==> src/rtl/wds_pkg.sv <==
// Shared types and constants for the windowed duration statistics block.
// No dependencies; used by the top level and the port checker.
package wds_pkg;

   localparam int SAMPLES = 16;
   localparam int SLOT_W  = $clog2(SAMPLES);
   localparam int DUR_W   = 32;
   localparam int SUM_W   = 40;

   // scan counter runs 0..SAMPLES: reads issued below SAMPLES, last data at SAMPLES
   localparam logic [SLOT_W:0]   SCAN_LAST = (SLOT_W + 1)'(SAMPLES);
   localparam logic [SLOT_W-1:0] SLOT_LAST = SLOT_W'(SAMPLES - 1);

   typedef enum logic [1:0] {
      OP_START  = 2'd0,
      OP_STOP   = 2'd1,
      OP_FINISH = 2'd2,
      OP_ENABLE = 2'd3
   } op_type;

   typedef enum logic [2:0] {
      ST_IDLE = 3'b001,
      ST_STOP = 3'b010,
      ST_SCAN = 3'b100
   } state_type;

endpackage

==> src/rtl/windowed_duration_statistics.sv <==
// Windowed duration statistics: per-slot duration and start-time RAMs, window scan.
// Depends on wds_pkg and wds_ram.
//
//   channel   handshake          payload
//   -------   ----------------   ------------------------------------------------
//   request   start / busy       req_operation, req_timestamp_ms, req_enable_request
//   response  rsp_strobe         rsp_interval_ms, rsp_window_min, rsp_window_max,
//                                rsp_window_sum, rsp_stats_valid
//
// Start, set-enable and inactive stop: word out on the next cycle.
// Active stop: start-time/duration RAM read, then duration write-back.
// Finish: one duration RAM read per slot during the scan.
// Reset clears per-slot valid bits at once, so no clearing pass is needed.
// The receiver cannot stall; each response word is shown for one cycle.
module windowed_duration_statistics (
   input  logic                clock,
   input  logic                reset,
   input  logic                start,
   output logic                busy,
   input  logic [1:0]          req_operation,
   input  logic [31:0]         req_timestamp_ms,
   input  logic                req_enable_request,
   output logic                rsp_strobe,
   output logic signed [31:0]  rsp_interval_ms,
   output logic signed [31:0]  rsp_window_min,
   output logic signed [31:0]  rsp_window_max,
   output logic signed [39:0]  rsp_window_sum,
   output logic                rsp_stats_valid
);

   wds_pkg::state_type state_ff, state_in;

   logic [wds_pkg::SLOT_W-1:0] ptr_ff;
   logic [wds_pkg::SLOT_W:0]   cnt_ff;
   logic                       active_ff;
   logic                       requested_ff;
   logic [wds_pkg::DUR_W-1:0]  ts_ff;
   logic [wds_pkg::SAMPLES-1:0] dur_vld_ff;
   logic [wds_pkg::SAMPLES-1:0] st_vld_ff;
   logic                       dur_rv_ff;
   logic                       st_rv_ff;

   logic signed [wds_pkg::DUR_W-1:0] min_ff, max_ff;
   logic signed [wds_pkg::SUM_W-1:0] sum_ff;

   logic                             rsp_strobe_ff;
   logic signed [wds_pkg::DUR_W-1:0] rsp_interval_ff, rsp_min_ff, rsp_max_ff;
   logic signed [wds_pkg::SUM_W-1:0] rsp_sum_ff;
   logic                             rsp_stats_ff;

   logic                       accept;
   wds_pkg::op_type            op;
   logic [wds_pkg::SLOT_W-1:0] dur_raddr;
   logic [wds_pkg::DUR_W-1:0]  dur_rdata, st_rdata, dur_q, st_q, dt, dur_new;
   logic                       dur_we, st_we;
   logic                       scan_first;
   logic signed [wds_pkg::DUR_W-1:0] d_s, min_nx, max_nx;
   logic signed [wds_pkg::SUM_W-1:0] sum_nx;
   logic [wds_pkg::SLOT_W-1:0] ptr_next;

   assign busy   = (state_ff != wds_pkg::ST_IDLE);
   assign accept = start && !busy;
   assign op     = wds_pkg::op_type'(req_operation);

   always_comb begin
      dur_raddr = (state_ff == wds_pkg::ST_SCAN) ? cnt_ff[wds_pkg::SLOT_W-1:0] : ptr_ff;
      // entries never written since reset read as zero
      dur_q     = dur_rv_ff ? dur_rdata : '0;
      st_q      = st_rv_ff ? st_rdata : '0;
      dt        = ts_ff - st_q;
      dur_new   = dur_q + dt;
      dur_we    = (state_ff == wds_pkg::ST_STOP);
      st_we     = accept && (op == wds_pkg::OP_START) && active_ff;
      ptr_next  = (ptr_ff == wds_pkg::SLOT_LAST) ? '0 : ptr_ff + 1'b1;

      scan_first = (cnt_ff == (wds_pkg::SLOT_W + 1)'(1));
      d_s        = $signed(dur_q);
      if (scan_first) begin
         min_nx = d_s;
         max_nx = d_s;
         sum_nx = wds_pkg::SUM_W'(d_s);
      end else begin
         min_nx = (d_s < min_ff) ? d_s : min_ff;
         max_nx = (d_s > max_ff) ? d_s : max_ff;
         sum_nx = sum_ff + wds_pkg::SUM_W'(d_s);
      end

      state_in = state_ff;
      unique case (state_ff)
         wds_pkg::ST_IDLE: begin
            if (accept && op == wds_pkg::OP_STOP && active_ff) begin
               state_in = wds_pkg::ST_STOP;
            end else if (accept && op == wds_pkg::OP_FINISH) begin
               state_in = wds_pkg::ST_SCAN;
            end
         end
         wds_pkg::ST_STOP: state_in = wds_pkg::ST_IDLE;
         wds_pkg::ST_SCAN: begin
            if (cnt_ff == wds_pkg::SCAN_LAST) begin
               state_in = wds_pkg::ST_IDLE;
            end
         end
         default: state_in = wds_pkg::ST_IDLE;
      endcase
   end

   wds_ram #(.WIDTH(wds_pkg::DUR_W), .DEPTH(wds_pkg::SAMPLES)) u_dur_ram (
      .clock   (clock),
      .wr_en   (dur_we),
      .wr_addr (ptr_ff),
      .wr_data (dur_new),
      .rd_addr (dur_raddr),
      .rd_data (dur_rdata)
   );

   wds_ram #(.WIDTH(wds_pkg::DUR_W), .DEPTH(wds_pkg::SAMPLES)) u_start_ram (
      .clock   (clock),
      .wr_en   (st_we),
      .wr_addr (ptr_ff),
      .wr_data (req_timestamp_ms),
      .rd_addr (ptr_ff),
      .rd_data (st_rdata)
   );

   // datapath registers, no reset
   always_ff @(posedge clock) begin
      dur_rv_ff <= dur_vld_ff[dur_raddr];
      st_rv_ff  <= st_vld_ff[ptr_ff];
      if (accept) begin
         ts_ff <= req_timestamp_ms;
      end
      if (state_ff == wds_pkg::ST_SCAN && cnt_ff != '0) begin
         min_ff <= min_nx;
         max_ff <= max_nx;
         sum_ff <= sum_nx;
      end
      rsp_interval_ff <= '0;
      rsp_min_ff      <= '0;
      rsp_max_ff      <= '0;
      rsp_sum_ff      <= '0;
      rsp_stats_ff    <= 1'b0;
      if (state_ff == wds_pkg::ST_STOP) begin
         rsp_interval_ff <= $signed(dt);
      end
      if (state_ff == wds_pkg::ST_SCAN && cnt_ff == wds_pkg::SCAN_LAST) begin
         rsp_min_ff   <= min_nx;
         rsp_max_ff   <= max_nx;
         rsp_sum_ff   <= sum_nx;
         rsp_stats_ff <= 1'b1;
      end
   end

   // control registers
   always_ff @(posedge clock) begin
      if (reset) begin
         state_ff      <= wds_pkg::ST_IDLE;
         ptr_ff        <= '0;
         cnt_ff        <= '0;
         active_ff     <= 1'b0;
         requested_ff  <= 1'b0;
         dur_vld_ff    <= '0;
         st_vld_ff     <= '0;
         rsp_strobe_ff <= 1'b0;
      end else begin
         state_ff      <= state_in;
         rsp_strobe_ff <= 1'b0;
         unique case (state_ff)
            wds_pkg::ST_IDLE: begin
               if (accept) begin
                  unique case (op)
                     wds_pkg::OP_START: begin
                        if (active_ff) begin
                           st_vld_ff[ptr_ff] <= 1'b1;
                        end
                        rsp_strobe_ff <= 1'b1;
                     end
                     wds_pkg::OP_STOP: begin
                        // active stop answers after the write-back cycle
                        rsp_strobe_ff <= !active_ff;
                     end
                     wds_pkg::OP_FINISH: begin
                        ptr_ff <= ptr_next;
                        cnt_ff <= '0;
                     end
                     wds_pkg::OP_ENABLE: begin
                        requested_ff  <= req_enable_request;
                        rsp_strobe_ff <= 1'b1;
                     end
                     default: ;
                  endcase
               end
            end
            wds_pkg::ST_STOP: begin
               dur_vld_ff[ptr_ff] <= 1'b1;
               rsp_strobe_ff      <= 1'b1;
            end
            wds_pkg::ST_SCAN: begin
               cnt_ff <= cnt_ff + 1'b1;
               if (cnt_ff == wds_pkg::SCAN_LAST) begin
                  // new slot starts the frame empty
                  dur_vld_ff[ptr_ff] <= 1'b0;
                  active_ff          <= requested_ff;
                  rsp_strobe_ff      <= 1'b1;
               end
            end
            default: ;
         endcase
      end
   end

   assign rsp_strobe      = rsp_strobe_ff;
   assign rsp_interval_ms = rsp_interval_ff;
   assign rsp_window_min  = rsp_min_ff;
   assign rsp_window_max  = rsp_max_ff;
   assign rsp_window_sum  = rsp_sum_ff;
   assign rsp_stats_valid = rsp_stats_ff;

endmodule

==> src/rtl/wds_ram.sv <==
// Generic single-write, single-read synchronous RAM with registered read data.
// No dependencies.
module wds_ram #(
   parameter int WIDTH = 32,
   parameter int DEPTH = 16
) (
   input  logic                     clock,
   input  logic                     wr_en,
   input  logic [$clog2(DEPTH)-1:0] wr_addr,
   input  logic [WIDTH-1:0]         wr_data,
   input  logic [$clog2(DEPTH)-1:0] rd_addr,
   output logic [WIDTH-1:0]         rd_data
);

   logic [WIDTH-1:0] mem_ff [DEPTH];
   logic [WIDTH-1:0] rd_data_ff;

   always_ff @(posedge clock) begin
      if (wr_en) begin
         mem_ff[wr_addr] <= wr_data;
      end
      rd_data_ff <= mem_ff[rd_addr];
   end

   assign rd_data = rd_data_ff;

endmodule

==> config.mk <==
export PLATFORM = sky130hd
export DESIGN_NAME = windowed_duration_statistics
export DESIGN_NICKNAME = d
export VERILOG_FILES = /design/src/rtl/wds_pkg.sv /design/src/rtl/windowed_duration_statistics.sv /design/src/rtl/wds_ram.sv
export SDC_FILE = /design/constraint.sdc
export NUM_CORES = 2
export LEC_CHECK = 0
export BUFFER_PORTS_ARGS = -buffer_cell sky130_fd_sc_hd__buf_2
export CELL_PAD_IN_SITES_DETAIL_PLACEMENT = 0
export CELL_PAD_IN_SITES_GLOBAL_PLACEMENT = 2
export CORE_MARGIN = 2
export CORE_UTILIZATION = 47
export DETAILED_ROUTE_END_ITERATION = 6
export GPL_ROUTABILITY_DRIVEN = 0
export PLACE_DENSITY = 0.82
export SYNTH_ARGS = -nofsm -noshare
export SYNTH_HDL_FRONTEND = slang
export SYNTH_SLANG_ARGS = --single-unit
==> constraint.sdc <==
create_clock -name clock -period 10.4 [get_ports clock]
set_input_delay 2.08 -clock clock [delete_from_list [all_inputs] [get_ports clock]]
set_output_delay 2.08 -clock clock [all_outputs]
set_load 0.005 [all_outputs]
==> flow_metrics.py <==
metrics = {
    "outcome": {
        "outcome": "complete, no violations",
    },
    "timing": {
        "post-route-period-util_pct": 54.8,
        "period_minus_slack_ns": 5.70,
        "report.final.hold_viol_count": 0,
        "final_max_slew_viol_count": 0,
        "max-slew-margin-rel_pct": 7.47,
        "achievable-frequency_mhz": 175,
        "clock-skew-final_ns": 0.0221,
        "grt_setup_unrepaired": "false",
        "timing.final.setup_violations": 0,
        "setup-tns-final_ns": 0,
        "timing_worst_slew_pin_value_ns": 1.38,
    },
    "detailed_routing": {
        "route.top_layer_used": "met5",
        "m1WireLength_um": 66600,
        "first_iter_violations": 3235,
        "postRouteWirelength_um": 154000,
        "vias": 35100,
        "met2RoutedLength_um": 72400,
        "ant_nets": 0,
        "wl_per_cell_um": 25.3,
        "drtPass1Iterations": 5,
        "drc_violation_count_after_routing": 0,
        "wl_met3_um": 10800,
        "viasPerCell": 5.74,
    },
    "synthesis": {
        "synth_net_count": 4368,
        "synth_top_family_by_area": "compound AO/OA/AOI/OAI gates",
        "post_synth_edffs": 1160,
        "synth_warnings": 0,
        "post_synth_inst_count": 4151,
        "synth.ff_latch_count": 1410,
        "post_synth_fa_ha_maj_area_fraction_pct": 3.83,
        "synthMuxAreaShare_pct": 7.06,
        "synth_sequential_area_ratio_pct": 67.4,
        "synth_top_cell_area_share_pct": 58.9,
        "synth.largest_area_cell": "edfxtp_1",
        "synth.distinct_cells": 82,
        "synth_xor_area_share_pct": 1.35,
        "synthesis.area_um2": 59100,
        "synthArstFlopShare_pct": 0,
        "synth_compound_gate_area_share_pct": 9.72,
        "syn_area_per_cell_um2": 14.2,
        "most_numerous_cell_in_the_yosys_netlist": "edfxtp_1",
        "yosys-top-cells-area": "edfxtp_1 59%, dfxtp_1 8.5%, mux4_2 6.3%",
        "netlist_top_cells_count": "1160 x edfxtp_1, 458 x nand2_1, 250 x dfxtp_1",
        "yosys.area_share.simple_pct": 8.39,
        "ys_dominant_reg_cell": "edfxtp_1",
    },
    "clock_network": {
        "post-cts-setup-buffer-count": 0,
        "clock_insertion_delay_worst_skew_ns": 0.78,
        "htree_num_levels": 4,
        "cts_num_sinks": 1410,
        "cts_inserted_buffers": 146,
        "cts_max_path_buffers": 3,
        "tritoncts": "yes",
        "post_cts_resized": 0,
        "cts.reportedPaths.clkPinSlew_ns": 0.06,
        "cts_stage_hold_buffer_count": 0,
        "clock_tree.root_cell": "clkbuf_16",
    },
    "worst_setup_path": {
        "element_type_at_the_critical_path_start": "flop",
        "worstSetupPathType": "reg -> reg",
        "critical_path.max_fanout": 32,
        "arrival_time_worst_endpoint_ns": 6.14,
        "worst-endpoint-required_ns": 10.83,
        "worst_setup_path_end_kind": "flop",
    },
    "run": {
        "maxCapViolations": 0,
    },
    "grt": {
        "antenna_found_initial": 14,
        "grtUsageTotal_pct": 24.1,
        "global_route_total_overflow": 0,
        "via_count_of_the_first_global_routing_pass": 34200,
        "grt_start_max_net_pins": 162,
        "grt_pass1_wl_um": 225000,
    },
    "place": {
        "numPortBuffers": 176,
        "placed_cells": 5842,
        "dpl_hpwl_um": 89300,
    },
    "power_and_ir_drop": {
        "total_power_w": 0.0122,
        "power_leakage_nw": 23.9,
        "irDropWorstVdd_v": 0.000179,
        "cell_area_power_density_nw_per_um2": 182,
    },
    "floorplanning": {
        "io-pin-count": 177,
        "dieHeight_um": 359,
        "horizontal_die_dimension_um": 359,
        "start_util_pct": 47.2,
        "row_count": 130,
        "die_area_um2": 129000,
        "coreArea_um2": 125000,
    },
    "cells_and_area": {
        "area_taken_by_multi_input_logic_gates_um2": 18200,
        "post_layout_nonfiller_instances": 6115,
        "layout.area.seq_um2": 39900,
        "post_layout_nets": 4557,
        "syn_to_layout_area_delta_pct": 13.6,
        "layout.filler_cells": 10300,
        "layout-drive-gt1-share_pct": 16.3,
    },
    "worst_hold_path": {
        "hold_class": "reg -> reg",
    },
}
[final timing paths]
kind	start	to	slack, ns	cells past startpoint
worst max-delay path	st_rv_ff$_DFF_P_	u_dur_ram.mem_ff[3][31]$_DFFE_PP_	4.70	20
worst min-delay path	st_vld_ff[11]$_SDFFE_PP0P_	st_vld_ff[11]$_SDFFE_PP0P_	0.47	2
worst max register to register	st_rv_ff$_DFF_P_	u_dur_ram.mem_ff[3][31]$_DFFE_PP_	4.70	20
worst min register to register	st_vld_ff[11]$_SDFFE_PP0P_	st_vld_ff[11]$_SDFFE_PP0P_	0.47	2
[per-stage QoR]
step | utilization (%) | setup slack [ns] | hold slack (ns) | instance area, µm²
6_report | 53.6 | 4.70 | 0.466 | 67100
5_1_grt | 53.6 | 4.18 | 0.485 | 67100
4_1_cts | 53.6 | 4.64 | 0.469 | 67100
3_5_place_dp | 49.6 | 4.70 | 0.455 | 62200
3_3_place_gp | 49.6 | 4.83 | 0.445 | 62200
2_1_floorplan | - | 3.99 | 0.432 | 59100
[worst max-delay path, cell delays in order, from the launching register on]
cell and delay (ns):
dfxtp_1 0.29, buf_4 0.23, and2_1 0.19, ha_1 0.20
fa_1 0.44, nor2b_1 0.13, o21a_1 0.13, o21ai_1 0.11
a211oi_2 0.35, o2111ai_1 0.21, a31o_2 0.30, o211a_1 0.23
a311o_1 0.38, ha_1 0.37, a21o_1 0.12, a21o_1 0.15
nor3_1 0.06, o311a_1 0.11, or3_4 0.40, xnor2_2 0.14
xnor2_1 0.80
[layer usage]
metal	up-vias	track usage, %
met1	17600	33.2
met2	1082	38.2
met5	-	0
li1	16200	-
met3	239	5.25
met4	4	8.24
[area by class of cell]
| cell class | instances | area share [%] |
|---|---|---|
| Clock inverter | 64 | 1.14 |
| Tap cell | 1650 | 3.07 |
| Multi-Input combinational cell | 2397 | 27.1 |
| Timing Repair Buffer | 263 | 2.36 |
| Clock buffer | 207 | 6.25 |
| Sequential cell | 1410 | 59.4 |
| Antenna cell | 2 | 0.00745 |
| Inverter | 122 | 0.682 |
[report_power, final]
part	internal, W	switching, W	leakage [nW]
Combinational	0.000193	0.000430	9.02
Sequential	0.00624	0.0000146	12.5
Clock	0.00310	0.00222	2.43
Total	0.00953	0.00266	23.9
[flip-flops by register name, summed over array words and instances, names as in the netlist, 40 cells and up, named ones only]
name,count
sum_ff,40
rsp_window_sum,40
u_dur_ram.mem_ff,512
u_start_ram.mem_ff,512
[cell usage in the layout, fill, tap and decap left out, types with 110 or more instances in the layout]
| cell type | instances |
|---|---|
| a211oi_1 | 178 |
| buf_2 | 176 |
| edfxtp_1 | 1160 |
| nand2_1 | 458 |
| inv_1 | 110 |
| a21oi_1 | 241 |
| and2_1 | 234 |
| o21ai_0 | 116 |
| nor2_1 | 128 |
| clkbuf_16 | 151 |
| mux4_2 | 165 |
| dfxtp_1 | 246 |
| ha_1 | 176 |
[kinds of logic (layout without fill, tap and decap cells)]
group,count (synthesis),count (layout)
multiplexers,207,207
buffers and inverters,344,656
other,0,2
AND/OR/NAND/NOR,1045,1045
AO/OA/AOI/OAI,876,876
adder cells (fa/ha/maj),179,179
flip-flops,1410,1410
XOR/XNOR,90,90
(Power assumes the default switching activity.)
